**src/rtl/core/sssfd_pkg.sv**
```systemverilog
// sssfd_pkg: shared types and constants of the sliding slope fall detector
// no dependencies; imported by every module of the block

package sssfd_pkg;

    // configuration register map
    localparam int CFG_IDX_W = 2;
    localparam int CFG_DATA_W = 13;
    localparam int FR_W = 6;
    localparam int THR_W = 13;

    localparam logic [CFG_IDX_W-1:0] CFG_FRAME_RATE = 2'd0;
    localparam logic [CFG_IDX_W-1:0] CFG_FALL_THR = 2'd1;
    localparam logic [CFG_IDX_W-1:0] CFG_STAND_THR = 2'd2;

    localparam logic [FR_W-1:0] FRAME_RATE_RST = 6'd10;
    localparam logic signed [THR_W-1:0] FALL_THR_RST = 13'sd3;
    localparam logic signed [THR_W-1:0] STAND_THR_RST = -13'sd3;

    // input kind carried on s_tuser
    localparam logic ACT_SAMPLE = 1'b0;
    localparam logic ACT_CLEAR = 1'b1;

    localparam logic POSTURE_NORMAL = 1'b0;
    localparam logic POSTURE_FALLEN = 1'b1;

    typedef enum logic [2:0] {
        ST_IDLE,
        ST_PRIME,
        ST_ACC,
        ST_TOP_SLOPE,
        ST_HGT_SLOPE,
        ST_DECIDE,
        ST_POST
    } top_state_t;

    typedef enum logic [2:0] {
        SL_IDLE,
        SL_MUL_A,
        SL_MUL_B,
        SL_SUB,
        SL_DIV,
        SL_DONE
    } slope_state_t;

endpackage

```
**src/rtl/core/sliding_slope_fall_detector.sv**
```systemverilog
// sliding_slope_fall_detector: top level, config registers, window walk and posture rule
// uses sssfd_pkg, sssfd_window_mem and sssfd_slope_unit
//
//  channel  | direction | payload
//  ---------+-----------+-----------------------------------------------------
//  s_       | in        | tuser: action; tdata: top_y, bottom_y
//  m_       | out       | tuser: window_full; tdata: posture, top_slope, height_slope
//  cfg_     | in        | cfg_index, cfg_data (frame_rate, fall/stand threshold)
//
// a clear or a sample that still fills the window goes through ST_POST back to ready
// a sample on a full window runs ST_PRIME, ST_ACC, both slopes, ST_DECIDE and ST_POST:
// one read port walks the window one entry a cycle, then one shared multiply/divide
// unit computes the top slope and then the height slope
// reset is synchronous; window storage is not cleared, entries are read only once written
// a result waits in the output register while m_tready is low; the next transaction is
// still taken and then holds in its last state until the register frees

module sliding_slope_fall_detector
    import sssfd_pkg::*;
#(
    parameter int MAX_WINDOW = 64,
    parameter int COORD_BITS = 12
) (
    input  logic aclk,
    input  logic aresetn,

    input  logic s_tvalid,
    output logic s_tready,
    input  logic [((2*COORD_BITS+7)/8)*8-1:0] s_tdata, // top_y, bottom_y
    input  logic s_tuser,                             // action

    output logic m_tvalid,
    input  logic m_tready,
    output logic [((2*COORD_BITS+3+7)/8)*8-1:0] m_tdata, // posture, top_slope, height_slope
    output logic m_tuser,                                // window_full

    input  logic cfg_valid,
    output logic cfg_ready,
    input  logic [CFG_IDX_W-1:0] cfg_index,
    input  logic [CFG_DATA_W-1:0] cfg_data
);

    localparam int NW = $clog2(MAX_WINDOW + 1);
    localparam int AW = $clog2(MAX_WINDOW);
    localparam int SW = COORD_BITS + 1;
    localparam int SYW = COORD_BITS + NW + 1;
    localparam int SXYW = COORD_BITS + 2 * NW + 1;
    localparam int SXW = 2 * NW;
    localparam int SXXW = 3 * NW;
    localparam int DENW = 4 * NW;
    localparam int OUT_W = ((2 * COORD_BITS + 3 + 7) / 8) * 8;
    localparam int CW = (NW > FR_W + 1) ? NW : FR_W + 1;
    localparam int TW = (SW > THR_W) ? SW : THR_W;

    top_state_t state_reg, state_next;

    logic [FR_W-1:0] fr_reg;
    logic signed [THR_W-1:0] fall_thr_reg, stand_thr_reg;

    logic [NW-1:0] fill_reg;
    logic [AW-1:0] ptr_reg;
    logic [AW-1:0] rdaddr_reg;
    logic [NW-1:0] cnt_reg;
    logic fallen_reg;

    logic signed [SYW-1:0] top_sy_reg, hgt_sy_reg;
    logic signed [SXYW-1:0] top_sxy_reg, hgt_sxy_reg;
    logic [SXW-1:0] sx_reg, sq_reg;
    logic [SXXW-1:0] sxx_reg;
    logic [DENW-1:0] den_reg;

    logic signed [SW-1:0] ts_reg, hs_reg;
    logic res_posture_reg, res_full_reg;

    logic m_tvalid_reg;
    logic [OUT_W-1:0] m_tdata_reg;
    logic m_tuser_reg;

    logic [CW-1:0] fr2;
    logic [NW-1:0] n;
    logic in_acc, is_clear, win_full, acc_last, out_free;
    logic mem_we, slope_start, out_load;
    logic [COORD_BITS-1:0] top_in, bot_in;
    logic signed [COORD_BITS:0] hgt_in;
    logic [AW-1:0] wr_addr, ptr_inc, rdaddr_dec;
    logic [COORD_BITS-1:0] top_rd;
    logic signed [COORD_BITS:0] hgt_rd;
    logic signed [SYW-1:0] top_sy_next, hgt_sy_next;
    logic [SXW-1:0] sq_next;
    logic sel_hgt, slope_done, fallen_next;
    logic signed [SW-1:0] slope;

    // window length, clamped to 4..MAX_WINDOW
    always_comb begin
        fr2 = CW'({fr_reg, 1'b0});
        if (fr2 < CW'(4)) begin
            n = NW'(4);
        end else if (fr2 > CW'(MAX_WINDOW)) begin
            n = NW'(MAX_WINDOW);
        end else begin
            n = NW'(fr2);
        end
    end

    always_comb begin
        top_in = s_tdata[COORD_BITS-1:0];
        bot_in = s_tdata[2*COORD_BITS-1:COORD_BITS];
        hgt_in = $signed({1'b0, bot_in}) - $signed({1'b0, top_in});
        in_acc = s_tvalid && s_tready;
        is_clear = (s_tuser == ACT_CLEAR);
        win_full = (fill_reg >= n);
        acc_last = (cnt_reg == n - 1'b1);
        out_free = !m_tvalid_reg || m_tready;
        wr_addr = win_full ? ptr_reg : fill_reg[AW-1:0];
        ptr_inc = (NW'(ptr_reg) + 1'b1 == n) ? '0 : ptr_reg + 1'b1;
        rdaddr_dec = (rdaddr_reg == '0) ? AW'(n - 1'b1) : rdaddr_reg - 1'b1;
    end

    // next state
    always_comb begin
        state_next = state_reg;
        unique case (state_reg)
            ST_IDLE: begin
                if (in_acc) begin
                    state_next = (is_clear || !win_full) ? ST_POST : ST_PRIME;
                end
            end
            ST_PRIME: state_next = ST_ACC;
            ST_ACC: if (acc_last) state_next = ST_TOP_SLOPE;
            ST_TOP_SLOPE: if (slope_done) state_next = ST_HGT_SLOPE;
            ST_HGT_SLOPE: if (slope_done) state_next = ST_DECIDE;
            ST_DECIDE: state_next = ST_POST;
            ST_POST: if (out_free) state_next = ST_IDLE;
            default: state_next = ST_IDLE;
        endcase
    end

    // control outputs
    always_comb begin
        s_tready = (state_reg == ST_IDLE);
        mem_we = (state_reg == ST_IDLE) && in_acc && !is_clear;
        slope_start = ((state_reg == ST_ACC) && acc_last)
                   || ((state_reg == ST_TOP_SLOPE) && slope_done);
        out_load = (state_reg == ST_POST) && out_free;
        sel_hgt = (state_reg == ST_HGT_SLOPE);
    end

    assign cfg_ready = 1'b1;
    assign m_tvalid = m_tvalid_reg;
    assign m_tdata = m_tdata_reg;
    assign m_tuser = m_tuser_reg;

    sssfd_window_mem #(
        .MAX_WINDOW(MAX_WINDOW),
        .COORD_BITS(COORD_BITS)
    ) u_mem (
        .aclk(aclk),
        .wr_en(mem_we),
        .wr_addr(wr_addr),
        .top_wr(top_in),
        .hgt_wr(hgt_in),
        .rd_addr(rdaddr_reg),
        .top_rd_reg(top_rd),
        .hgt_rd_reg(hgt_rd)
    );

    sssfd_slope_unit #(
        .MAX_WINDOW(MAX_WINDOW),
        .COORD_BITS(COORD_BITS)
    ) u_slope (
        .aclk(aclk),
        .aresetn(aresetn),
        .start(slope_start),
        .n(n),
        .sx(sx_reg),
        .den(den_reg),
        .sy(sel_hgt ? hgt_sy_reg : top_sy_reg),
        .sxy(sel_hgt ? hgt_sxy_reg : top_sxy_reg),
        .done(slope_done),
        .slope(slope)
    );

    // walk from newest to oldest: sy collects a suffix sum, sxy the sum of suffix sums
    always_comb begin
        top_sy_next = top_sy_reg + SYW'($signed({1'b0, top_rd}));
        hgt_sy_next = hgt_sy_reg + SYW'(hgt_rd);
        sq_next = sq_reg + SXW'({cnt_reg, 1'b1});
    end

    always_comb begin
        fallen_next = fallen_reg;
        if ((TW'(ts_reg) >= TW'(fall_thr_reg)) && (TW'(hs_reg) <= TW'(fall_thr_reg))) begin
            fallen_next = POSTURE_FALLEN;
        end else if (TW'(ts_reg) <= TW'(stand_thr_reg)) begin
            fallen_next = POSTURE_NORMAL;
        end
    end

    // control state
    always_ff @(posedge aclk) begin
        if (!aresetn) begin
            state_reg <= ST_IDLE;
            fr_reg <= FRAME_RATE_RST;
            fall_thr_reg <= FALL_THR_RST;
            stand_thr_reg <= STAND_THR_RST;
            fill_reg <= '0;
            ptr_reg <= '0;
            fallen_reg <= POSTURE_NORMAL;
            m_tvalid_reg <= 1'b0;
        end else begin
            state_reg <= state_next;
            if (cfg_valid && cfg_ready) begin
                unique case (cfg_index)
                    CFG_FRAME_RATE: begin
                        fr_reg <= cfg_data[FR_W-1:0];
                        fill_reg <= '0;
                        ptr_reg <= '0;
                    end
                    CFG_FALL_THR: fall_thr_reg <= $signed(cfg_data[THR_W-1:0]);
                    CFG_STAND_THR: stand_thr_reg <= $signed(cfg_data[THR_W-1:0]);
                    default: begin
                    end
                endcase
            end
            if ((state_reg == ST_IDLE) && in_acc) begin
                if (is_clear) begin
                    fill_reg <= '0;
                    ptr_reg <= '0;
                    fallen_reg <= POSTURE_NORMAL;
                end else if (!win_full) begin
                    fill_reg <= fill_reg + 1'b1;
                end else begin
                    ptr_reg <= ptr_inc;
                end
            end
            if (state_reg == ST_DECIDE) begin
                fallen_reg <= fallen_next;
            end
            if (out_load) begin
                m_tvalid_reg <= 1'b1;
            end else if (m_tready) begin
                m_tvalid_reg <= 1'b0;
            end
        end
    end

    // datapath
    always_ff @(posedge aclk) begin
        unique case (state_reg)
            ST_IDLE: begin
                rdaddr_reg <= ptr_reg;
                ts_reg <= '0;
                hs_reg <= '0;
                res_posture_reg <= POSTURE_NORMAL;
                res_full_reg <= 1'b0;
            end
            ST_PRIME: begin
                rdaddr_reg <= rdaddr_dec;
                cnt_reg <= '0;
                top_sy_reg <= '0;
                top_sxy_reg <= '0;
                hgt_sy_reg <= '0;
                hgt_sxy_reg <= '0;
                sx_reg <= '0;
                sq_reg <= '0;
                sxx_reg <= '0;
                den_reg <= '0;
            end
            ST_ACC: begin
                rdaddr_reg <= rdaddr_dec;
                cnt_reg <= cnt_reg + 1'b1;
                top_sy_reg <= top_sy_next;
                top_sxy_reg <= top_sxy_reg + SXYW'(top_sy_next);
                hgt_sy_reg <= hgt_sy_next;
                hgt_sxy_reg <= hgt_sxy_reg + SXYW'(hgt_sy_next);
                // running n*Sxx - Sx^2 grows by the previous sum of squares
                sq_reg <= sq_next;
                sx_reg <= sx_reg + SXW'(NW'(cnt_reg + 1'b1));
                den_reg <= den_reg + DENW'(sxx_reg);
                sxx_reg <= sxx_reg + SXXW'(sq_next);
            end
            ST_TOP_SLOPE: if (slope_done) ts_reg <= slope;
            ST_HGT_SLOPE: if (slope_done) hs_reg <= slope;
            ST_DECIDE: begin
                res_posture_reg <= fallen_next;
                res_full_reg <= 1'b1;
            end
            ST_POST: begin
                if (out_free) begin
                    m_tdata_reg <= OUT_W'({hs_reg, ts_reg, res_posture_reg});
                    m_tuser_reg <= res_full_reg;
                end
            end
            default: begin
            end
        endcase
    end

endmodule

```
**src/rtl/core/sssfd_window_mem.sv**
```systemverilog
// sssfd_window_mem: storage of the top y and height windows
// one write port, one registered read port shared by both windows

module sssfd_window_mem
    import sssfd_pkg::*;
#(
    parameter int MAX_WINDOW = 64,
    parameter int COORD_BITS = 12
) (
    input  logic                         aclk,
    input  logic                         wr_en,
    input  logic [$clog2(MAX_WINDOW)-1:0] wr_addr,
    input  logic [COORD_BITS-1:0]        top_wr,
    input  logic signed [COORD_BITS:0]   hgt_wr,
    input  logic [$clog2(MAX_WINDOW)-1:0] rd_addr,
    output logic [COORD_BITS-1:0]        top_rd_reg,
    output logic signed [COORD_BITS:0]   hgt_rd_reg
);

    logic [COORD_BITS-1:0] top_mem [MAX_WINDOW];
    logic signed [COORD_BITS:0] hgt_mem [MAX_WINDOW];

    always_ff @(posedge aclk) begin
        if (wr_en) begin
            top_mem[wr_addr] <= top_wr;
            hgt_mem[wr_addr] <= hgt_wr;
        end
    end

    always_ff @(posedge aclk) begin
        top_rd_reg <= top_mem[rd_addr];
        hgt_rd_reg <= hgt_mem[rd_addr];
    end

endmodule

```
**src/rtl/core/sssfd_slope_unit.sv**
```systemverilog
// sssfd_slope_unit: shared multiplier and restoring divider for one slope
// slope = (n*sxy - sx*sy) / den, truncated toward zero, saturated; uses sssfd_pkg

module sssfd_slope_unit
    import sssfd_pkg::*;
#(
    parameter int MAX_WINDOW = 64,
    parameter int COORD_BITS = 12
) (
    input  logic aclk,
    input  logic aresetn,
    input  logic start,
    input  logic [$clog2(MAX_WINDOW+1)-1:0] n,
    input  logic [2*$clog2(MAX_WINDOW+1)-1:0] sx,
    input  logic [4*$clog2(MAX_WINDOW+1)-1:0] den,
    input  logic signed [COORD_BITS+$clog2(MAX_WINDOW+1):0] sy,
    input  logic signed [COORD_BITS+2*$clog2(MAX_WINDOW+1):0] sxy,
    output logic done,
    output logic signed [COORD_BITS:0] slope
);

    localparam int NW = $clog2(MAX_WINDOW + 1);
    localparam int SXW = 2 * NW;
    localparam int DENW = 4 * NW;
    localparam int SXYW = COORD_BITS + 2 * NW + 1;
    localparam int PW = SXW + 1 + SXYW;
    localparam int RW = ((PW + 1 > DENW + COORD_BITS) ? PW + 1 : DENW + COORD_BITS) + 1;
    localparam int KW = $clog2(COORD_BITS + 1);

    slope_state_t state_reg, state_next;

    logic signed [PW-1:0] pa_reg, pb_reg;
    logic [RW-1:0] rem_reg, dsh_reg;
    logic [COORD_BITS:0] q_reg;
    logic neg_reg;
    logic [KW-1:0] kc_reg;

    logic signed [SXW:0] mul_a;
    logic signed [SXYW-1:0] mul_b;
    logic signed [PW-1:0] prod;
    logic signed [PW:0] diff;
    logic [PW:0] diff_mag;
    logic take;
    logic [COORD_BITS-1:0] q_mag;

    // next state
    always_comb begin
        state_next = state_reg;
        unique case (state_reg)
            SL_IDLE: if (start) state_next = SL_MUL_A;
            SL_MUL_A: state_next = SL_MUL_B;
            SL_MUL_B: state_next = SL_SUB;
            SL_SUB: state_next = SL_DIV;
            SL_DIV: if (kc_reg == '0) state_next = SL_DONE;
            // a start here chains the second slope straight after the first
            SL_DONE: state_next = start ? SL_MUL_A : SL_IDLE;
            default: state_next = SL_IDLE;
        endcase
    end

    // outputs
    always_comb begin
        done = (state_reg == SL_DONE);
        q_mag = q_reg[COORD_BITS] ? {COORD_BITS{1'b1}} : q_reg[COORD_BITS-1:0];
        slope = neg_reg ? -$signed({1'b0, q_mag}) : $signed({1'b0, q_mag});
    end

    // one multiplier, shared by both products
    always_comb begin
        mul_a = (state_reg == SL_MUL_A) ? $signed({1'b0, SXW'(n)}) : $signed({1'b0, sx});
        mul_b = (state_reg == SL_MUL_A) ? sxy : SXYW'(sy);
        prod = PW'(mul_a) * PW'(mul_b);
        diff = (PW + 1)'(pa_reg) - (PW + 1)'(pb_reg);
        diff_mag = diff[PW] ? $unsigned(-diff) : $unsigned(diff);
        take = (rem_reg >= dsh_reg);
    end

    always_ff @(posedge aclk) begin
        if (!aresetn) begin
            state_reg <= SL_IDLE;
        end else begin
            state_reg <= state_next;
        end
    end

    always_ff @(posedge aclk) begin
        unique case (state_reg)
            SL_MUL_A: pa_reg <= prod;
            SL_MUL_B: pb_reg <= prod;
            SL_SUB: begin
                neg_reg <= diff[PW];
                rem_reg <= RW'(diff_mag);
                dsh_reg <= RW'(den) << COORD_BITS;
                q_reg <= '0;
                kc_reg <= KW'(COORD_BITS);
            end
            SL_DIV: begin
                // top quotient bit set means the quotient is past the saturation limit
                if (take) begin
                    rem_reg <= rem_reg - dsh_reg;
                end
                q_reg <= {q_reg[COORD_BITS-1:0], take};
                dsh_reg <= dsh_reg >> 1;
                kc_reg <= kc_reg - 1'b1;
            end
            default: begin
            end
        endcase
    end

endmodule
```
**config.mk**
```make
export PLATFORM = sky130hd
export DESIGN_NAME = sliding_slope_fall_detector
export DESIGN_NICKNAME = d
export VERILOG_FILES = /design/src/rtl/core/sssfd_pkg.sv /design/src/rtl/core/sliding_slope_fall_detector.sv /design/src/rtl/core/sssfd_window_mem.sv /design/src/rtl/core/sssfd_slope_unit.sv
export SDC_FILE = /design/constraint.sdc
export NUM_CORES = 2
export LEC_CHECK = 0
export ABC_AREA = 0
export BUFFER_PORTS_ARGS = -buffer_cell sky130_fd_sc_hd__buf_2
export CAP_MARGIN = 40
export CELL_PAD_IN_SITES_DETAIL_PLACEMENT = 1
export CELL_PAD_IN_SITES_GLOBAL_PLACEMENT = 2
export CORE_AREA = 2 2 492 494
export DETAILED_ROUTE_END_ITERATION = 10
export DIE_AREA = 0 0 494 496
export PLACE_DENSITY_LB_ADDON = 0.15
export SETUP_SLACK_MARGIN = 0.05
export SYNTH_ARGS = -nofsm -noshare
export SYNTH_HDL_FRONTEND = slang
export SYNTH_SLANG_ARGS = --single-unit
export TNS_END_PERCENT = 20
```
**constraint.sdc**
```tcl
create_clock -name aclk -period 11.5 [get_ports aclk]
set_clock_uncertainty 0.1 [all_clocks]
set_input_delay 1.15 -clock aclk [delete_from_list [all_inputs] [get_ports aclk]]
set_output_delay 1.15 -clock aclk [all_outputs]
set_load 0.05 [all_outputs]
```
==> reports/summary.txt <==
CTS tree - built
Yosys top cell by area - edfxtp_1
Main area contributors after synthesis - edfxtp_1, mux4_2, fa_1
Vias in the first global route - 67,500
TNS Setup - 0 ns
Fraction of layout cells with a size suffix above 1 - 15.3%
R2R cell count - 26
Ports - 81
Hold-fix buffers, CTS - 0
Maximum fanout along the worst path - 45
Pin count of the biggest net entering global routing - 100
Final Hold Viols - 0
Total number of vias - 63,100
Synth Area in Simple Gates - 7.39%
Routability cong. - 0.828
Slew headroom - 36.3%
Area fraction of the dominant cell type after synthesis - 56.7%
Mapped cell area - 107,000 sq um
TritonCTS Sinks - 2,104
Post-synthesis instance total - 7,465
Initial cell density of the core - 44.8%
DRT Wirelength - 295,000 microns
Status - finished clean
CTS root buf - clkbuf_16
Skew-Pair Late Insertion Delay - 0.90 ns
Main combinational cell family by area after synthesis - multiplexers
Critical Path RT - 11.92 ns
Critical Path End Type - register
PostCTS Resize Cnt - 0
GRT Resource Usage Total - 24.2%
RSZ-0062 raised after global routing - no
Longest Clk Path Bufs - 3
Xor-xnor portion of the synthesized cell area - 2.44%
Reg clk slew, reported paths - 0.06 ns
Post-synth EDFFs - 2,026
R2R Setup Slk - 1.60 ns
Routed WL per cell - 26.8 microns
Drt via density - 5.72
Most common cell after layout, fill and taps aside - edfxtp_1
Synth Area in Compound Gates - 6.37%
HP Start - res_posture_reg$_DFFE_PP_
Peak Freq - 101 MHz
Tmin final - 9.90 ns
Reg2Reg Launch Point - state_reg[1]$_SDFFE_PN0P_
Grt total ovfl - 0
Synthesized flop and latch total - 2,104
Drt drc - 0
Final Max Slew Viols - 0
Post-DP HPWL - 201,000 microns
Hold WC Path Type - reg -> reg
IO buf count - 74
Max FFs per register - 832
Commonest cells after routing, fill and taps aside - edfxtp_1, inv_1, nor2_1
Reg-to-Reg End - u_slope.pb_reg[41]$_DFFE_PP_
Antenna Nets Post-Route - 0
Num CTS Buffers - 220
Initial drt markers - 4,671
Mux share of post-synthesis cell area - 11.3%
Slew @ Worst Pin - 0.955 ns
Post-CTS Setup Inserts - 0
P&R area growth vs syn - 11.9%
Async SR Flop Fraction - 0%
Initial antenna violation count - 5
Global-route wire length before repair - 442,000 microns
Nets@finish - 8,433
Most used DFF post-synth - edfxtp_1
Worst setup path startpoint - state_reg[1]$_SDFFE_PN0P_
Die area - 245,000 sq um
Critical path type - reg -> reg
Drt pass-1 iters - 5
H-tree Lvls - 4
Setup crit end - u_slope.pb_reg[41]$_DFFE_PP_
Die H - 496 microns
Setup violators final - 0
Worst Path Arrival - 10.33 ns
Max-cap violations - 0
Sequential-to-total area share from yosys stat - 58.1%
Startpoint Class - register
Mean post-synth cell area - 14.4 sq um
Die X - 494 microns
Synth Area in Adders - 11.1%
Placeable Area - 240,000 sq um
Yosys Warn Count - 0
Fin crit share - 86.1%
Distinct cells, synth - 90
Row count - 180
==> per-layer routing <==
layer	GRT usage, %	wire length, microns
met5	0	8
met4	6.55	8620
met3	2.89	12400
met2	43.5	154000
met1	30.9	120000
==> how the worst min path moves through the flow <==
stage	endpoint	depth (start not counted)	slack, ns
after floorplan	m_tdata[0]$_DFFE_PP_	0	0.30
after global placement	m_tuser$_DFFE_PP_	0	0.31
after detailed placement	m_tdata[0]$_DFFE_PP_	0	0.31
after CTS	m_tdata[0]$_DFFE_PP_	0	0.27
after global routing	m_tdata[0]$_DFFE_PP_	0	0.29
final	m_tdata[0]$_DFFE_PP_	0	0.28
==> Yosys cell counts (100+ instances only) <==
library cell	n
and2_1	113
xnor2_1	168
xor2_1	129
nand3_1	100
nand2_1	459
nor2_1	667
inv_1	608
edfxtp_1	2026
clkbuf_1	231
o21ai_0	216
ha_1	377
mux4_2	468
fa_1	361
mux2i_1	152
a21oi_1	290
==> cell families (layout without fill, tap and decap cells) <==
logic type	count (synthesis)	after routing
compound gates	1051	1051
xor+xnor	298	298
fa+ha+maj	738	738
buf+inv	912	1286
flops	2104	2104
mux	626	626
other cells	2	9
simple gates	1734	1734
==> critical path, stage by stage, from the launching register on <==
cell and delay, ns:
dfxtp_1 0.70, nor2_1 0.19, nand2_4 0.60, mux2_2 0.51, nor2_1 0.48, a21o_1 0.63
nor2_1 0.16, fa_1 0.57, inv_1 0.06, fa_1 0.53, inv_1 0.06, fa_1 0.48
fa_1 0.56, fa_1 0.43, fa_1 0.44, ha_1 0.39, and3_1 0.20, and3_1 0.19
nand2_1 0.08, nor3b_1 0.25, and3b_1 0.24, a21oi_1 0.25, a41oi_1 0.30, o311a_1 0.46
o31ai_1 0.33, a21oi_1 0.14, xnor2_1 0.15
==> cell type report <==
cell class	instances	area, sq um
timing repair buffer	261	2200
multi-input combinational	4453	41900
fill	23400	119000
inverter	610	2290
tap	3185	3990
clock buffer	273	5780
clock inverter	142	1520
sequential	2104	62400
antenna	3	7.51
==> stage by stage <==
stage / setup slack, ns / instance area, sq um / util, % / cells / hold slack, ns
finish: 1.60 / 120000 / 50.1 / 11000 / 0.276
global route: 0.868 / 120000 / 50.1 / 11000 / 0.288
CTS: 1.45 / 120000 / 50.1 / 11000 / 0.269
detailed placement: 1.59 / 113000 / 47.1 / 10600 / 0.306
global placement: 1.85 / 112000 / 46.8 / 10600 / 0.306
floorplan: 1.58 / 107000 / - / 7469 / 0.300
Power is left out: the tool's default activity adds up to more than one toggle a clock period on the data nets, which glitch-free logic cannot reach.
